--- config.mk ---
export PLATFORM = sky130hd
export DESIGN_NAME = abtf_alu
export DESIGN_NICKNAME = d
export VERILOG_FILES = /design/src/rtl/abtf_pkg.sv /design/src/rtl/abtf_alu.sv
export SDC_FILE = /design/constraint.sdc
export NUM_CORES = 2
export LEC_CHECK = 0
export BUFFER_PORTS_ARGS = -buffer_cell sky130_fd_sc_hd__buf_2
export CELL_PAD_IN_SITES_DETAIL_PLACEMENT = 1
export CELL_PAD_IN_SITES_GLOBAL_PLACEMENT = 2
export CORE_ASPECT_RATIO = 1.75
export CORE_UTILIZATION = 41
export CTS_CLUSTER_DIAMETER = 60
export DETAILED_ROUTE_END_ITERATION = 8
export PLACE_DENSITY_LB_ADDON = 0.1
export RECOVER_POWER = 25
export REMOVE_ABC_BUFFERS = 1
export SYNTH_ARGS = -nofsm -noshare
export SYNTH_HDL_FRONTEND = slang
export SYNTH_SLANG_ARGS = --single-unit
--- constraint.sdc ---
create_clock -name clk -period 13.1 [get_ports clk]
set_input_delay 1.31 -clock clk [delete_from_list [all_inputs] [get_ports clk]]
set_output_delay 1.31 -clock clk [all_outputs]
set_load 0.05 [all_outputs]
--- src/rtl/abtf_pkg.sv ---
// shared types and constants of the alpha-beta track filter
`timescale 1ns / 1ps
package abtf_pkg;

  typedef struct packed {
    logic        [15:0] observer_id;
    logic        [15:0] target_id;
    logic        [31:0] obs_time;
    logic signed [31:0] meas_pos_x;
    logic signed [31:0] meas_pos_y;
    logic signed [31:0] meas_pos_z;
    logic signed [31:0] meas_vel_x;
    logic signed [31:0] meas_vel_y;
    logic signed [31:0] meas_vel_z;
    logic        [15:0] meas_confidence;
  } obs_t;

  typedef struct packed {
    logic        [2:0]  status;
    logic signed [31:0] est_pos_x;
    logic signed [31:0] est_pos_y;
    logic signed [31:0] est_pos_z;
    logic signed [31:0] est_vel_x;
    logic signed [31:0] est_vel_y;
    logic signed [31:0] est_vel_z;
    logic        [15:0] est_confidence;
    logic        [15:0] update_count;
  } res_t;

  typedef struct packed {
    logic [31:0]      key;
    logic [31:0]      time_tag;
    logic [2:0][31:0] pos;
    logic [2:0][31:0] vel;
    logic [2:0][31:0] acc;
    logic [15:0]      conf;
    logic [15:0]      count;
  } entry_t;

  typedef enum logic [1:0] {
    ALU_MUL = 2'd1,
    ALU_DIV = 2'd2
  } alu_op_t;

  typedef struct packed {
    logic    start;
    alu_op_t op;
  } alu_cmd_t;

  localparam logic [2:0] ST_CREATED  = 3'd0;
  localparam logic [2:0] ST_SAME     = 3'd1;
  localparam logic [2:0] ST_FILTERED = 3'd2;
  localparam logic [2:0] ST_BAD_ID   = 3'd3;
  localparam logic [2:0] ST_STALE    = 3'd4;
  localparam logic [2:0] ST_FULL     = 3'd5;

  localparam logic [15:0] CONF_ONE    = 16'd32768;
  localparam logic [15:0] ALPHA_BASE  = 16'd13107;
  localparam logic [15:0] ALPHA_SLOPE = 16'd49152;
  localparam logic [15:0] BETA_BASE   = 16'd3277;
  localparam logic [15:0] BETA_SLOPE  = 16'd36045;
  localparam logic [15:0] VW_BASE     = 16'd16384;
  localparam logic [15:0] VW_SLOPE    = 16'd42598;
  localparam logic [15:0] CONF_KEEP   = 16'd18022;
  localparam logic [15:0] CONF_NEW    = 16'd14746;
  localparam logic [39:0] WIDE_LIM    = 40'hFF_FFFF_FFFF;

endpackage

--- src/rtl/abtf_alu.sv ---
// shared multiply and divide unit: 64x64 multiply from 32x32 partial products, 64/32 divide
`timescale 1ns / 1ps
module abtf_alu (
  input  logic               clk,
  input  logic               rst,
  input  abtf_pkg::alu_cmd_t cmd,
  input  logic [63:0]        a,
  input  logic [63:0]        b,
  output logic               done,
  output logic [127:0]       res
);

  typedef enum logic [2:0] {
    A_IDLE = 3'b001,
    A_MUL  = 3'b010,
    A_DIV  = 3'b100
  } alu_state_t;

  alu_state_t   state;
  logic [6:0]   cnt;
  logic [63:0]  op_a;
  logic [63:0]  op_b;
  logic [63:0]  pp;
  logic [1:0]   pp_sh;
  logic         pp_vld;
  logic [127:0] acc;
  logic [31:0]  rem;
  logic [63:0]  quo;
  logic [31:0]  half_a;
  logic [31:0]  half_b;
  logic [127:0] pp_ext;
  logic [32:0]  trial;
  logic         qbit;

  assign res = acc;

  always_comb begin
    half_a = cnt[1] ? op_a[63:32] : op_a[31:0];
    half_b = cnt[0] ? op_b[63:32] : op_b[31:0];
    case (pp_sh)
      2'd0:    pp_ext = {64'b0, pp};
      2'd1:    pp_ext = {32'b0, pp, 32'b0};
      2'd2:    pp_ext = {pp, 64'b0};
      default: pp_ext = '0;
    endcase
    trial = {rem, quo[63]};
    qbit  = (trial >= {1'b0, op_b[31:0]});
  end

  always_ff @(posedge clk) begin
    done <= 1'b0;
    case (state)
      A_IDLE: begin
        if (cmd.start) begin
          op_a   <= a;
          op_b   <= b;
          cnt    <= '0;
          acc    <= '0;
          pp_vld <= 1'b0;
          rem    <= '0;
          quo    <= a;
          state  <= (cmd.op == abtf_pkg::ALU_DIV) ? A_DIV : A_MUL;
        end
      end
      A_MUL: begin
        if (cnt < 7'd4) begin
          pp     <= 64'(half_a) * 64'(half_b);
          pp_sh  <= 2'({1'b0, cnt[1]} + {1'b0, cnt[0]});
          pp_vld <= 1'b1;
          cnt    <= cnt + 7'd1;
        end else begin
          pp_vld <= 1'b0;
        end
        if (pp_vld) begin
          acc <= acc + pp_ext;
          if (cnt == 7'd4) begin
            done  <= 1'b1;
            state <= A_IDLE;
          end
        end
      end
      A_DIV: begin
        rem <= qbit ? 32'(trial - {1'b0, op_b[31:0]}) : trial[31:0];
        quo <= {quo[62:0], qbit};
        cnt <= cnt + 7'd1;
        if (cnt == 7'd63) begin
          acc   <= {64'b0, quo[62:0], qbit};
          done  <= 1'b1;
          state <= A_IDLE;
        end
      end
      default: state <= A_IDLE;
    endcase
    if (rst) begin
      state <= A_IDLE;
      done  <= 1'b0;
    end
  end

endmodule

* Yosys cells after proc, flatten, opt, wreduce, memory -nomap -nowiden *
Cells that the tools add are included.
Widths: inputs -> output; s select.

cells by class
  multipliers = 1
  bitwise operators = 0
  shift-type cells = 0
  equal/unequal tests = 13
  mux-type cells = 28
  div/mod/pow operators = 0
  reductions and logical operators = 11
  order comparisons = 2
  $add $sub $neg = 4

operator list
  operator             number
  $pmux 128 s3         2
  $mux 128             3
  $add 128x128->128    1
  $mux 32              4
  $pmux 64 s2          1
  $mul 32x32->64       1
  $mux 64              1
  $pmux 32 s2          1
  $ge 33x32->1         1
  $sub 32x32->32       1
  $pmux 7 s3           1
  $mux 3               5
  $mux 7               2
  $ne 2x2->1 const B   5
  $pmux 3 s3           1
  $reduce_and 2->1     4
  $reduce_and 4->1     2
  $add 7x1->7 const B  1
  $eq 7x3->1 const B   1
  $eq 7x6->1 const B   1
  $lt 7x3->1 const B   1
  $mux 1               5
  $eq 2x2->1 const B   2
  $pmux 1 s2           2
  9 further kinds      10

storage, ports and cells
  memory bits (writable) = 0
  memories kept = 0
  input bits = 133
  latch bits = 0
  output and inout port bits = 129
  bits in registers = 430
  memory bits (read-only) = 0

* Logic depth before layout (Yosys ltp) *
  depth in word-level cells = 5
  depth in mapped cells = 33
  depth with buffers taken out = 29

* Worst setup path after synthesis *
OpenSTA, ideal clock, no wires.

  kind = input to register
  start = input port cmd[2] (netlist name)
  end = register acc[0], in the netlist res[0], enable pin
  library setup time = 0.792 ns
  stages = 3
  path slack = 1.841 ns
  data arrival time = 10.467 ns
  path through = nand3b_1 o21a_1 o21ai_0

between the ends
  cells in the longest elaborated chain, start to end = 2

RTL lines
  element                     line            source
  start: declaration          abtf_alu.sv:6   input abtf_pkg::alu_cmd_t cmd,
  $ne 2x2->1 (no line)        -
  $reduce_and 4->1 (no line)  -
  end signal: assignment      abtf_alu.sv:75  acc <= acc + pp_ext;
  end signal: assignment      abtf_alu.sv:87  acc <= {64'b0, quo[62:0], qbit};
  end: declaration            abtf_alu.sv:26  logic [127:0] acc;

Every way passes these cells.
A chain may end at the register's enable or synchronous reset.

* Worst setup path after layout *
  start = register cnt[0]
  end = register pp[59] (data pin)

between the ends
  cells in the longest elaborated chain, start to end = 2

RTL lines
  element                   line            source
  start: declaration        abtf_alu.sv:20  logic [6:0] cnt;
  start signal: assignment  abtf_alu.sv:70  cnt <= cnt + 7'd1;
  start signal: assignment  abtf_alu.sv:85  cnt <= cnt + 7'd1;
  $mux 32                   abtf_alu.sv:39  half_b = cnt[0] ? op_b[63:32] : op_b[31:0];
  $mul 32x32->64            abtf_alu.sv:67  pp <= 64'(half_a) * 64'(half_b);
  end signal: assignment    abtf_alu.sv:67
  end: declaration          abtf_alu.sv:23  logic [63:0] pp;

Every way passes these cells.

==> results_dict.tcl <==
set metrics [dict create \
    dp.final_hpwl_mm 212 \
    synth_largest_area_cell "fa_1" \
    synth_warnings 0 \
    crit_top_cell "fa_1" \
    synthCells 6521 \
    cts_resized 0 \
    critical_path_class "reg2reg" \
    port_buffers 261 \
    firstDrtPassIters 6 \
    start_util 0.413 \
    routed_wl_mm 264 \
    async_flop_share 0 \
    die_area_sq_mm 0.146 \
    seq_area_frac_synth 0.217 \
    timing.final.crit_share 0.847 \
    slowest_delay_ns 1.52 \
    synthTopCellsByArea "fa_1 30%, edfxtp_1 22%, ha_1 8.9%, inv_1 6.2%, nand2_1 5.6%" \
    tightest_slew_ns 3.76 \
    die_h_microns 505 \
    slowest_stage "clkbuf_1" \
    rsz0062_at_grt "false" \
    yosys.area_share.adder 0.392 \
    drc 0 \
    setup_tns_ns 0 \
    hold_end "quo[5]" \
    clock.fmax_ghz 0.0901 \
    tritoncts "built" \
    setup_viol 0 \
    timing.hold.ws_ns 0.534 \
    numCtsBuffers 48 \
    outcome "finished, violations left" \
    violations "capacitance limit, slew limit" \
    wl_per_cell_microns 30.9 \
    drtIter0Drc 3069 \
    reg2reg_depth 28 \
    grt_pass1_wl_mm 376 \
    synth_edf_count 426 \
    htreeDepth 2 \
    grt_overflow 0 \
    yosysTopAreaCellShare 0.303 \
    synth_top_family_by_area "adder cells" \
    drive_gt1_frac 0.0801 \
    std_cell_rows 184 \
    track_usage 0.363 \
    final_common_cell "inv_1" \
    clk_latency_ns 0.69 \
    postCtsSetupBuffers 0 \
    syn_area_sq_mm 0.0594 \
    synth_seq_cells 430 \
    synth_flop_cell "edfxtp_1" \
    timing.rr.start "cnt[0]" \
    crit_arrival_ns 11.49 \
    hp-start "quo[4]" \
    synth.area.mux_share 0.0186 \
    core-area_sq_mm 0.144 \
    final_antenna_net_count 0 \
    min_path_type "reg2reg" \
    grt_pass1_vias 55200 \
    area_growth_pct 9.05 \
    final_nets 8100 \
    clk_path_buf_depth 3 \
    hold_violations 0 \
    cap_viol_max_count 7 \
    gp_congestion 0.977 \
    endpoint_kind "flop" \
    routed-via-count 49600 \
    via_per_inst 5.80 \
    mostFrequentLayoutCells "975 x inv_1, 898 x fa_1, 884 x nand2_1" \
    yosys.area_share.simple 0.150 \
    cts.hold.buffers_added 0 \
    fin_crit_ns 11.10 \
    worstPathRequired_ns 13.49 \
    avgSynthCellArea_sq_um 9.11 \
    slew_violations 302 \
    maxSlewHeadroom -1.51 \
    num_io_pins 262 \
    synth_compound_area_frac 0.110 \
    die_w_microns 290 \
    root_buffer "clkbuf_16" \
    cts_sinks 430 \
    cp_max_fo 35 \
    startpoint_type "flop" \
    synth_cell_types 78 \
    synthXorXnorAreaFrac 0.0304 \
    grt_max_degree 129 \
    finClkSkew_ns 0.0506 \
    r2r_end "pp[59]" \
    path_clk_slew_ns 0.07 \
    r2r_slack_ns 2.00 \
    whs_path_depth 2 \
    antenna_found_initial 14 \
]
[layout make-up]
| type | instances | area, sq um |
|---|---|---|
| fillers | 16700 | 78900 |
| diodes | 7 | 17.5 |
| clock inverters | 35 | 429 |
| repair buffers | 382 | 2140 |
| well taps | 1860 | 2330 |
| multi-input cells | 4808 | 42100 |
| flip-flops and latches | 430 | 12900 |
| inverters | 975 | 3660 |
| clock buffers | 52 | 1230 |
[metrics by stage]
stage                     area, sq um  utilization  cells  setup WS (ns)
after detailed placement        63200        0.440   8455           3.00
after global placement          63200        0.440   8455           3.04
after global routing            64700        0.451   8544           1.72
final                           64800        0.451   8549           2.00
after floorplan                 58200            -   6213          0.354
after CTS                       64900        0.451   8542           2.98
[state kept, by name, indices dropped and copies added (netlist names)]
name / cells
res: 128
op_a: 64
op_b: 64
pp: 64
quo: 64
rem: 32
cnt: 7
state: 3
pp_sh: 2
done: 1
pp_vld: 1
[cell usage after synthesis (22+ instances only)]
cell        n
nor2_1    859
o21ai_0   229
nand3_1    41
xnor2_1   135
edfxtp_1  426
o21a_1     33
ha_1      424
clkbuf_1  283
nor2b_1    22
o21ai_1    24
nand4_1    85
fa_1      898
mux2i_1    72
nand2_1   884
o21bai_1   67
a21o_1    140
nand2b_1   23
xor2_1     71
inv_1     975
nor3_1     51
mux2_2     34
a21oi_1   325
a22o_1     32
or2_2      22
and2_1     71
[worst max-delay path by stage]
stage | startpoint | to | cells after the start
2_1_floorplan | cnt[1] | res[0] | 5
6_report | cnt[0] | pp[59] | 28
3_3_place_gp | cnt[1] | pp[63] | 27
4_1_cts | cnt[1] | pp[59] | 27
5_1_grt | cnt[0] | pp[63] | 28
3_5_place_dp | cnt[1] | pp[63] | 27
[layer usage]
metal  share of wire  GRT usage  vias up  wire length [microns]
li1                -          -    21300                      -
met1            0.34      0.380    25700                  89900
met2            0.50      0.640     1768                 133000
met3           0.052     0.0452      795                  13600
met4            0.10      0.303       10                  27400
met5         0.00038          0        -                    101
[cell families (layout without fill, tap and decap cells)]
group / after synthesis / in the layout
compound gates: 1039 / 1039
xor+xnor: 206 / 206
fa+ha+maj: 1322 / 1322
buf+inv: 1283 / 1444
flops: 430 / 430
mux: 106 / 106
other cells: 0 / 7
simple gates: 2135 / 2135
[worst max-delay path, delay by kind of cell, from the launching register on]
kind	cells	cell delay, ns
AO/OA/AOI/OAI	8	2.53
XOR/XNOR	1	0.11
adder cells (fa/ha/maj)	9	4.27
buffers and inverters	7	2.87
flip-flops	1	0.37
multiplexers	1	0.28
AND/OR/NAND/NOR	2	0.30
Power is left out: the tool's default activity adds up to more than one toggle a clock period on the data nets, which glitch-free logic cannot reach.
